<file path="config.mk">
export PLATFORM = sky130hd
export DESIGN_NAME = vertex_gradient_tint_core
export DESIGN_NICKNAME = d
export VERILOG_FILES = /design/src/hw/rtl/vgt_pkg.sv /design/src/hw/rtl/vgt_ctrl.sv /design/src/hw/rtl/vgt_datapath.sv /design/src/hw/rtl/vertex_gradient_tint_core.sv
export SDC_FILE = /design/constraint.sdc
export NUM_CORES = 1
export LEC_CHECK = 0
export BUFFER_PORTS_ARGS = -buffer_cell sky130_fd_sc_hd__clkbuf_2
export CAP_MARGIN = 10
export CORE_ASPECT_RATIO = 0.7
export CORE_MARGIN = 2
export CORE_UTILIZATION = 40
export DETAILED_ROUTE_END_ITERATION = 10
export PLACE_DENSITY_LB_ADDON = 0.15
export SLEW_MARGIN = 10
export SYNTH_ARGS = -nofsm -noshare
export SYNTH_HDL_FRONTEND = slang
export SYNTH_HIERARCHICAL = 1
export SYNTH_SLANG_ARGS = --single-unit
export TNS_END_PERCENT = 5
</file>
<file path="constraint.sdc">
create_clock -name clk -period 9.32 [get_ports clk]
set_input_delay 0.932 -clock clk [delete_from_list [all_inputs] [get_ports clk]]
set_output_delay 0.932 -clock clk [all_outputs]
set_load 0.01 [all_outputs]
</file>
<file path="src/hw/rtl/vgt_pkg.sv">
package vgt_pkg;

    localparam int ChanW  = 8;
    localparam int ColorW = 3 * ChanW;
    localparam int SegW   = 6;
    localparam int CfgIdxW = 2;

    localparam logic [CfgIdxW-1:0] REG_KEY_A = 2'd0;
    localparam logic [CfgIdxW-1:0] REG_KEY_B = 2'd1;
    localparam logic [CfgIdxW-1:0] REG_KEY_C = 2'd2;
    localparam logic [CfgIdxW-1:0] REG_MODE  = 2'd3;

    localparam logic CMD_ADVANCE = 1'b0;
    localparam logic CMD_SHADE   = 1'b1;

    localparam logic MODE_MAX      = 1'b0;
    localparam logic MODE_MODULATE = 1'b1;

    localparam logic [1:0] SEG_AB = 2'd0;
    localparam logic [1:0] SEG_BC = 2'd1;
    localparam logic [1:0] SEG_CB = 2'd2;
    localparam logic [1:0] SEG_BA = 2'd3;

    typedef struct packed {
        logic               command;
        logic [7:0]         phase_step;
        logic signed [15:0] pos_x;
        logic signed [15:0] pos_y;
        logic signed [15:0] pos_z;
        logic [7:0]         in_red;
        logic [7:0]         in_green;
        logic [7:0]         in_blue;
    } in_item_t;

    typedef struct packed {
        logic [7:0] out_red;
        logic [7:0] out_green;
        logic [7:0] out_blue;
    } out_item_t;

    typedef struct packed {
        logic accept;
        logic look;
        logic emit;
    } ctl_cmd_t;

    typedef struct packed {
        logic out_free;
    } dp_status_t;

    // (from*(64-i) + to*i) >> 6
    function automatic logic [ChanW-1:0] interp(
        input logic [ChanW-1:0] from_c,
        input logic [ChanW-1:0] to_c,
        input logic [SegW-1:0]  pos
    );
        logic [SegW:0]         w_to;
        logic [SegW:0]         w_from;
        logic [ChanW+SegW-1:0] acc;
        w_to   = {1'b0, pos};
        w_from = (SegW+1)'(1 << SegW) - w_to;
        acc    = (ChanW+SegW)'(from_c) * (ChanW+SegW)'(w_from)
               + (ChanW+SegW)'(to_c) * (ChanW+SegW)'(w_to);
        return acc[ChanW+SegW-1:SegW];
    endfunction

    function automatic logic [ChanW-1:0] blend(
        input logic             mode,
        input logic [ChanW-1:0] src,
        input logic [ChanW-1:0] grad
    );
        logic [2*ChanW-1:0] prod;
        prod = src * grad;
        if (mode == MODE_MODULATE)
            return prod[2*ChanW-1:ChanW];
        return (grad < src) ? src : grad;
    endfunction

endpackage

</file>
<file path="src/hw/rtl/vgt_ctrl.sv">
module vgt_ctrl (
    input  logic                  clk,
    input  logic                  rst_n,
    input  logic                  in_valid,
    input  logic                  in_command,
    input  vgt_pkg::dp_status_t   status,
    output logic                  in_stall,
    output vgt_pkg::ctl_cmd_t     cmd
);

    localparam logic [1:0] ST_IDLE  = 2'd0;
    localparam logic [1:0] ST_LOOK  = 2'd1;
    localparam logic [1:0] ST_BLEND = 2'd2;

    logic [1:0] state_reg;
    logic [1:0] state_next;

    always_comb
    begin
        cmd        = '0;
        state_next = state_reg;
        unique case (state_reg)
            ST_IDLE:
            begin
                cmd.accept = in_valid;
                if (in_valid && in_command == vgt_pkg::CMD_SHADE)
                    state_next = ST_LOOK;
            end
            ST_LOOK:
            begin
                cmd.look   = 1'b1;
                state_next = ST_BLEND;
            end
            ST_BLEND:
            begin
                // hold until the output slot frees
                if (status.out_free)
                begin
                    cmd.emit   = 1'b1;
                    state_next = ST_IDLE;
                end
            end
            default:
            begin
                state_next = ST_IDLE;
            end
        endcase
    end

    assign in_stall = (state_reg != ST_IDLE);

    always_ff @(posedge clk or negedge rst_n)
    begin
        if (!rst_n)
            state_reg <= ST_IDLE;
        else
            state_reg <= state_next;
    end

endmodule

</file>
<file path="src/hw/rtl/vgt_datapath.sv">
module vgt_datapath (
    input  logic                                  clk,
    input  logic                                  rst_n,
    input  logic                                  cfg_we,
    input  logic [vgt_pkg::CfgIdxW-1:0]           cfg_index,
    input  logic [vgt_pkg::ColorW-1:0]            cfg_data,
    input  vgt_pkg::in_item_t                     in_item,
    input  vgt_pkg::ctl_cmd_t                     cmd,
    output vgt_pkg::dp_status_t                   status,
    output logic                                  out_valid,
    input  logic                                  out_stall,
    output vgt_pkg::out_item_t                    out_item
);

    localparam int CW = vgt_pkg::ChanW;

    logic [vgt_pkg::ColorW-1:0] key_a_reg;
    logic [vgt_pkg::ColorW-1:0] key_b_reg;
    logic [vgt_pkg::ColorW-1:0] key_c_reg;
    logic                       mode_reg;
    logic [7:0]                 phase_reg;
    vgt_pkg::in_item_t          item_reg;
    logic [vgt_pkg::ColorW-1:0] grad_reg;
    logic [vgt_pkg::ColorW-1:0] grad_next;
    vgt_pkg::out_item_t         out_reg;
    logic                       out_valid_reg;

    logic [7:0]                 ring_idx;
    logic [vgt_pkg::ColorW-1:0] seg_from;
    logic [vgt_pkg::ColorW-1:0] seg_to;

    always_ff @(posedge clk or negedge rst_n)
    begin
        if (!rst_n)
        begin
            key_a_reg <= '0;
            key_b_reg <= '0;
            key_c_reg <= '0;
            mode_reg  <= vgt_pkg::MODE_MAX;
        end
        else if (cfg_we)
        begin
            unique case (cfg_index)
                vgt_pkg::REG_KEY_A: key_a_reg <= cfg_data;
                vgt_pkg::REG_KEY_B: key_b_reg <= cfg_data;
                vgt_pkg::REG_KEY_C: key_c_reg <= cfg_data;
                vgt_pkg::REG_MODE:  mode_reg  <= cfg_data[0];
                default: ;
            endcase
        end
    end

    always_ff @(posedge clk or negedge rst_n)
    begin
        if (!rst_n)
            phase_reg <= '0;
        else if (cmd.accept && in_item.command == vgt_pkg::CMD_ADVANCE)
            phase_reg <= phase_reg + in_item.phase_step;
    end

    always_ff @(posedge clk)
    begin
        if (cmd.accept)
            item_reg <= in_item;
        if (cmd.look)
            grad_reg <= grad_next;
    end

    assign ring_idx = item_reg.pos_x[7:0] + item_reg.pos_y[7:0]
                    + item_reg.pos_z[7:0] + phase_reg;

    always_comb
    begin
        unique case (ring_idx[7:6])
            vgt_pkg::SEG_AB: begin seg_from = key_a_reg; seg_to = key_b_reg; end
            vgt_pkg::SEG_BC: begin seg_from = key_b_reg; seg_to = key_c_reg; end
            vgt_pkg::SEG_CB: begin seg_from = key_c_reg; seg_to = key_b_reg; end
            vgt_pkg::SEG_BA: begin seg_from = key_b_reg; seg_to = key_a_reg; end
            default:         begin seg_from = key_a_reg; seg_to = key_b_reg; end
        endcase
    end

    always_comb
    begin
        for (int c = 0; c < 3; c++)
        begin
            grad_next[c*CW +: CW] = vgt_pkg::interp(seg_from[c*CW +: CW],
                                                    seg_to[c*CW +: CW],
                                                    ring_idx[vgt_pkg::SegW-1:0]);
        end
    end

    always_ff @(posedge clk)
    begin
        if (cmd.emit)
        begin
            out_reg.out_red   <= vgt_pkg::blend(mode_reg, item_reg.in_red,
                                                grad_reg[3*CW-1:2*CW]);
            out_reg.out_green <= vgt_pkg::blend(mode_reg, item_reg.in_green,
                                                grad_reg[2*CW-1:CW]);
            out_reg.out_blue  <= vgt_pkg::blend(mode_reg, item_reg.in_blue,
                                                grad_reg[CW-1:0]);
        end
    end

    always_ff @(posedge clk or negedge rst_n)
    begin
        if (!rst_n)
            out_valid_reg <= 1'b0;
        else if (cmd.emit)
            out_valid_reg <= 1'b1;
        else if (!out_stall)
            out_valid_reg <= 1'b0;
    end

    assign status.out_free = !out_valid_reg || !out_stall;
    assign out_valid       = out_valid_reg;
    assign out_item        = out_reg;

endmodule

</file>
<file path="src/hw/rtl/vertex_gradient_tint_core.sv">
// A shade item is captured, goes through the ring lookup and is then blended
// into the output register once the output is free; no new item is taken
// in until it is through. An advance item steps the phase, gives no result.
// The output register holds a result while the next item is taken in.
// Reset (rst_n low, asynchronous) clears the phase, the key colours, the mode
// and the output valid flag.
module vertex_gradient_tint_core (
    input  logic                          clk,
    input  logic                          rst_n,
    input  logic                          cfg_we,
    input  logic [vgt_pkg::CfgIdxW-1:0]   cfg_index,
    input  logic [vgt_pkg::ColorW-1:0]    cfg_data,
    input  logic                          in_valid,
    output logic                          in_stall,
    input  vgt_pkg::in_item_t             in_item,
    output logic                          out_valid,
    input  logic                          out_stall,
    output vgt_pkg::out_item_t            out_item
);

    vgt_pkg::ctl_cmd_t   cmd;
    vgt_pkg::dp_status_t status;

    vgt_ctrl u_ctrl (
        .clk        (clk),
        .rst_n      (rst_n),
        .in_valid   (in_valid),
        .in_command (in_item.command),
        .status     (status),
        .in_stall   (in_stall),
        .cmd        (cmd)
    );

    vgt_datapath u_datapath (
        .clk       (clk),
        .rst_n     (rst_n),
        .cfg_we    (cfg_we),
        .cfg_index (cfg_index),
        .cfg_data  (cfg_data),
        .in_item   (in_item),
        .cmd       (cmd),
        .status    (status),
        .out_valid (out_valid),
        .out_stall (out_stall),
        .out_item  (out_item)
    );

    a_shade_looks: assert property (@(posedge clk) disable iff (!rst_n)
        (in_valid && !in_stall && in_item.command == vgt_pkg::CMD_SHADE) |=> cmd.look)
        else $error("shade item did not enter lookup");

    a_emit_shows: assert property (@(posedge clk) disable iff (!rst_n)
        cmd.emit |=> out_valid)
        else $error("emitted item not on output");

    a_no_emit_blocked: assert property (@(posedge clk) disable iff (!rst_n)
        cmd.emit |-> (!out_valid || !out_stall))
        else $error("result overwritten while output stalled");

    a_look_stalls: assert property (@(posedge clk) disable iff (!rst_n)
        cmd.look |-> (in_stall && !cmd.accept))
        else $error("input taken during lookup");

endmodule
</file>
==> qor.csv, run 1 <==
stage,metric,value,unit
run_status,status,finished clean,
logic_synthesis,synth unique cells,61,
setup_path,worst r2r path cells,30,
routing,routed len/inst,17.2,µm
setup_path,Worst Path Buf+Inv,5,
sta,RSZ-0062 raised after global routing,no,
setup_path,worst-path fanout max,22,
global_routing,vias in the first global route,18000,
sta,skew final,0.0153,ns
routing,Iteration-0 DRC Markers,839,
clocking,post-CTS setup buffer count,0,
global_routing,GRT Overall Usage,20.1,%
sta,Slew @ Worst Pin,1.13,ns
clocking,Root Buffer,clkbuf_16,
final_layout,Largest register FFs,48,
final_layout,Filler cells,5928,
sta,final setup vio count,0,
logic_synthesis,net count after synthesis,3239,
setup_path,R2R Setup Slk,0.53,ns
clocking,H-Tree Level Count,4,
logic_synthesis,yosys warns,6,
sta,Final min period,8.79,ns
routing,# DRC,0,
final_layout,area growth from synthesis to layout,10.1,%
routing,vias after detailed routing,16800,
floorplanning,Core Box Area,0.0602,mm²
routing,final WL,59600,µm
sta,Setup TNS Final,0,ns
clocking,CTS buffer count,17,
place,IO Port Bufs,113,
place,Final GP Congestion,0.884,
setup_path,crit path max-delay cell type,fa_1,
logic_synthesis,asr flop ratio synth,46.7,%
global_routing,final global-route overflow total,0,
floorplanning,die area,0.0630,mm²
global_routing,global-route wire length before repair,98600,µm
setup_path,Max stage delay on crit path,0.57,ns
routing,vias per std cell,4.86,
clocking,Longest Clk Path Bufs,2,
floorplanning,die height,211,µm
clocking,worst skew pair latency,0.51,ns
setup_path,Worst setup EP type,flip-flop,
logic_synthesis,Post-synth EDFFs,96,
logic_synthesis,"flops & latches, synth",180,
flow_run,Max-cap violations,0,
sta,"Slew Viols, Final",0,
setup_path,Worst path depth,30,
floorplanning,Die X,299,µm
final_layout,Storage cell area,0.00498,mm²
logic_synthesis,sequential share of the synthesized area,20.4,%
sta,final cycle utilization of the critical path,94.3,%
logic_synthesis,synthesized instance count,2506,
logic_synthesis,Mapped Area,0.0244,mm²
final_layout,# diodes,0,
final_layout,share of layout cells above drive strength 1,11.7,%
clocking,TritonCTS clock tree,built,
logic_synthesis,Mean Syn Cell Area,9.73,µm²
final_layout,Multi-input gate area,0.0173,mm²
setup_path,critical path type,flip-flop to flip-flop,
final_layout,Final nets,3368,
floorplanning,Rows,75,
place,Detail Placement HPWL,47700,µm
logic_synthesis,top_reg_cell synth,edfxtp_1,
setup_path,Critical Path AT,9.03,ns
routing,final antenna-violating net count,0,
setup_path,reg2reg end,u_datapath/grad_reg[23],
logic_synthesis,main area contributors after synthesis,"fa_1 (28%), ha_1 (14%), edfxtp_1 (12%)",
global_routing,largest net degree at the start of global routing,67,
floorplanning,Starting Density,40.6,%
setup_path,RR Startpoint,u_datapath/phase_reg[1],
routing,drt first pass iters,6,
setup_path,Worst Path Required,9.56,ns
min_path,HP Class,primary input to async pin,
floorplanning,Ports,138,
setup_path,Startpoint Class,flip-flop,
sta,Fin. Hold Viols,0,
clocking,Num Clock Sinks,180,
setup_path,CP top delay family,adder cells,
global_routing,initial antenna violation count,1,
sta,max frequency,0.114,GHz
logic_synthesis,largest area contributor in the netlist,fa_1,
setup_path,"Top cell by count, worst path",fa_1,
logic_synthesis,Synth top area share,27.8,%
clocking,Clock Pin Slew Worst Setup and Hold Paths,0.09,ns
sta,relative max-transition margin,24.0,%
cell usage after synthesis, drive strengths merged, types with 6 or more instances:
library cell    n
buf             8
mux2           81
clkbuf         60
and3           12
nand3          13
xnor2          58
dfrtp          84
o21bai          8
nand2         299
o21a           32
nor2b           6
ha            282
fa            339
nor2          137
o21ai          93
a21o           18
edfxtp         96
and2          145
a211oi          7
xor2           24
inv           509
a21oi          38
mux2i          78
nor3           13
nand2b         15
cell families (layout without fill, tap and decap cells):
| kind of cell | after synthesis | in the layout | synth area share (%) |
|---|---|---|---|
| AO/OA/AOI/OAI | 223 | 223 | 5.80 |
| XOR/XNOR | 83 | 83 | 3.04 |
| adder cells (fa/ha/maj) | 621 | 621 | 42.3 |
| buffers and inverters | 577 | 719 | 8.93 |
| flip-flops | 180 | 180 | 20.4 |
| multiplexers | 159 | 159 | 6.97 |
| AND/OR/NAND/NOR | 663 | 663 | 12.5 |
worst max-delay path by stage:
stage                                       start                 endpoint  slack [ns]
after floorplan           u_datapath/phase_reg[1]  u_datapath/grad_reg[15]        1.01
after global placement    u_datapath/phase_reg[1]  u_datapath/grad_reg[15]        0.33
after detailed placement  u_datapath/phase_reg[1]  u_datapath/grad_reg[15]        0.33
after CTS                 u_datapath/phase_reg[1]  u_datapath/grad_reg[15]        0.28
after global routing      u_datapath/phase_reg[1]  u_datapath/grad_reg[15]        0.01
final                     u_datapath/phase_reg[1]  u_datapath/grad_reg[23]        0.53
placed cells by master (no fill, tap or decap), drive strengths merged, types with 66 or more instances in the layout:
cell type / synthesis / routed
edfxtp: 96 / 96
inv: 509 / 518
mux2i: 78 / 78
o21ai: 93 / 93
nor2: 137 / 137
dfrtp: 84 / 84
mux2: 81 / 81
nand2: 299 / 299
buf: 8 / 66
fa: 339 / 339
ha: 282 / 282
clkbuf: 60 / 132
and2: 145 / 145
layer usage:
| layer | vias up | part of all wire (%) | global-route usage [%] |
|---|---|---|---|
| li1 | 8101 | - | - |
| met1 | 8323 | 52 | 31.3 |
| met2 | 354 | 41 | 29.3 |
| met3 | 30 | 5.6 | 2.96 |
| met4 | 0 | 1.1 | 4.69 |
| met5 | - | 0 | 0 |
through the flow:
step	instances	setup WS [ns]	util [%]	area [µm²]	hold WS [ns]
6_report	3456	0.533	44.6	26900	0.298
5_1_grt	3456	0.0119	44.6	26900	0.286
4_1_cts	3456	0.282	44.6	26800	0.259
3_5_place_dp	3424	0.333	43.6	26200	0.495
3_3_place_gp	3424	0.327	43.6	26200	0.495
2_1_floorplan	2506	1.01	-	24400	0.462
final cells by class:
class                      instances  share of cell area [%]
clock inverter                    12                   0.475
timing repair buffer             178                    3.99
clock buffer                      20                    1.74
tap                              808                    3.76
multi-input combinational       1749                    64.3
inverter                         509                    7.11
sequential                       180                    18.6
repair_timing:
item | 4_1_cts | 5_1_grt
setup endpoints to repair | 0 | 13
gates resized for setup | 0 | 5
hold buffers | 0 | 0
Power of run 1 is not shown: default switching activity piles up to over one toggle a cycle in this logic, so the estimate is an artifact.
==> inputs of run 2 (changes only) <==
RECOVER_POWER = 25   (was unset)
SKIP_CTS_REPAIR_TIMING = 1   (was unset)
==> run 2 against run 1 <==
  * Largest cell class unchanged
  * Core utilization about the same
  * First-iteration DRC count increased by 0.24%
  * Register-to-register slack about the same
  * Fmax about the same
  * Sequential cell count unchanged
  * Final cell count unchanged
  * Die area stayed put
  * The flow now finishes with violations (capacitance limit, slew limit)
  * Via count rose by 0.19%
  * Worst hold slack improved by 0.20 ns
  * Global-route usage unchanged
  * Final area hardly changed
==> qor.csv, run 2 (synthesized netlist as in run 1, its figures left out) <==
stage,metric,value,unit
sta,skew final,0.0155,ns
global_routing,initial antenna violation count,1,
global_routing,vias in the first global route,18000,
routing,vias per std cell,4.87,
setup_path,Max stage delay on crit path,0.57,ns
clocking,Root Buffer,clkbuf_16,
clocking,Longest Clk Path Bufs,2,
flow_run,Max-cap violations,1,
sta,"Slew Viols, Final",25,
final_layout,most frequent cells in the layout,"inv_1 (508), fa_1 (339), nand2_1 (299)",
global_routing,global-route wire length before repair,98600,µm
setup_path,crit path max-delay cell type,fa_1,
global_routing,Global Route met1 Usage,31.3,%
final_layout,# diodes,0,
floorplanning,Rows,75,
setup_path,"Top cell by count, worst path",fa_1,
global_routing,met2 usage,29.3,%
global_routing,M3 GR Usage,2.96,%
global_routing,largest net degree at the start of global routing,67,
final_layout,Final nets,3368,
final_layout,"commonest non-fill, non-tap cell in the layout",inv_1,
clocking,CTS buffer count,17,
floorplanning,Ports,138,
routing,drt first pass iters,6,
routing,vias after detailed routing,16800,
clocking,worst skew pair latency,0.51,ns
clocking,Clock Pin Slew Worst Setup and Hold Paths,0.09,ns
sta,RSZ-0062 raised after global routing,no,
sta,Fin. Hold Viols,0,
sta,relative max-transition margin,-5.16,%
sta,max frequency,0.114,GHz
floorplanning,Core Box Area,0.0602,mm²
routing,Iteration-0 DRC Markers,841,
setup_path,Startpoint Class,flip-flop,
setup_path,Worst setup EP type,flip-flop,
floorplanning,Starting Density,40.6,%
setup_path,worst-path fanout max,22,
sta,final cycle utilization of the critical path,94.3,%
setup_path,critical path type,flip-flop to flip-flop,
sta,Slew @ Worst Pin,1.58,ns
place,Final GP Congestion,0.884,
routing,final antenna-violating net count,0,
routing,final WL,59700,µm
global_routing,GRT Overall Usage,20.1,%
global_routing,GRT busiest layer,met1,
routing,# DRC,0,
sta,final setup vio count,0,
place,Detail Placement HPWL,47700,µm
sta,Setup TNS Final,0,ns
place,IO Port Bufs,113,
sta,Final min period,8.78,ns
clocking,H-Tree Level Count,4,
final_layout,share of layout cells above drive strength 1,11.4,%
floorplanning,Die X,299,µm
setup_path,Critical Path AT,9.02,ns
final_layout,Largest register FFs,48,
final_layout,area growth from synthesis to layout,10.0,%
floorplanning,die area,0.0630,mm²
min_path,HP Class,flip-flop to flip-flop,
setup_path,Worst Path Required,9.56,ns
global_routing,final global-route overflow total,0,
routing,routed len/inst,17.3,µm
clocking,TritonCTS clock tree,built,
clocking,Num Clock Sinks,180,
run_status,failing checks,"capacitance limit, slew limit",
run_status,status,"complete, but fails checks",
floorplanning,die height,211,µm
[run 2: cell count changes in the layout (fill, tap and decap cells not counted)]
cell	previous run	this run
clkbuf_2	112	109
buf_4	64	61
clkbuf_1	1	7
[run 2: stage by stage]
| stage | area, µm² | hold slack (ns) | setup WS, ns | cells | utilization, % |
|---|---|---|---|---|---|
| after global routing | 26800 | 0.526 | 0.0119 | 3456 | 44.6 |
| after CTS | 26800 | 0.259 | 0.282 | 3456 | 44.6 |
| after global placement | 26200 | 0.495 | 0.327 | 3424 | 43.6 |
| final | 26800 | 0.501 | 0.536 | 3456 | 44.6 |
| after floorplan | 24400 | 0.462 | 1.01 | 2506 | - |
| after detailed placement | 26200 | 0.495 | 0.333 | 3424 | 43.6 |
[run 2: final timing paths]
check                                            to  cells after the start  slack [ns]               startpoint
setup / recovery            u_datapath/grad_reg[23]                     30        0.54  u_datapath/phase_reg[1]
hold / removal              u_datapath/phase_reg[7]                      1        0.50  u_datapath/phase_reg[7]
setup reg to reg            u_datapath/grad_reg[23]                     30        0.54  u_datapath/phase_reg[1]
hold reg to reg             u_datapath/phase_reg[7]                      1        0.50  u_datapath/phase_reg[7]
max in group asynchronous       u_datapath/mode_reg                      2        7.18                    rst_n
min in group asynchronous  u_datapath/key_b_reg[20]                      1        0.61                    rst_n
[run 2: area by class of cell]
type                            count  area, µm²
Clock buffer                       20        468
Clock inverter                     12        128
Fill cell                        5935      33300
Inverter                          509       1910
Multi-Input combinational cell   1749      17300
Sequential cell                   180       4980
Tap cell                          808       1010
Timing Repair Buffer              178       1060
[run 2: layer usage]
metal / vias up / share of wire [%]
met1: 8354 / 53
met3: 32 / 5.3
li1: 8100 / -
met2: 354 / 41
met5: - / 0
met4: 0 / 1.1
[run 2: worst max-delay path, delay by kind of cell (launching register included)]
family                   cells  cell delay [ns]
AND/OR/NAND/NOR              4             0.63
flip-flops                   1             0.39
buffers and inverters        5             0.59
AO/OA/AOI/OAI                8             1.65
adder cells (fa/ha/maj)     10             4.47
XOR/XNOR                     2             0.40
multiplexers                 1             0.37
Power of run 2 is left out for the same reason.
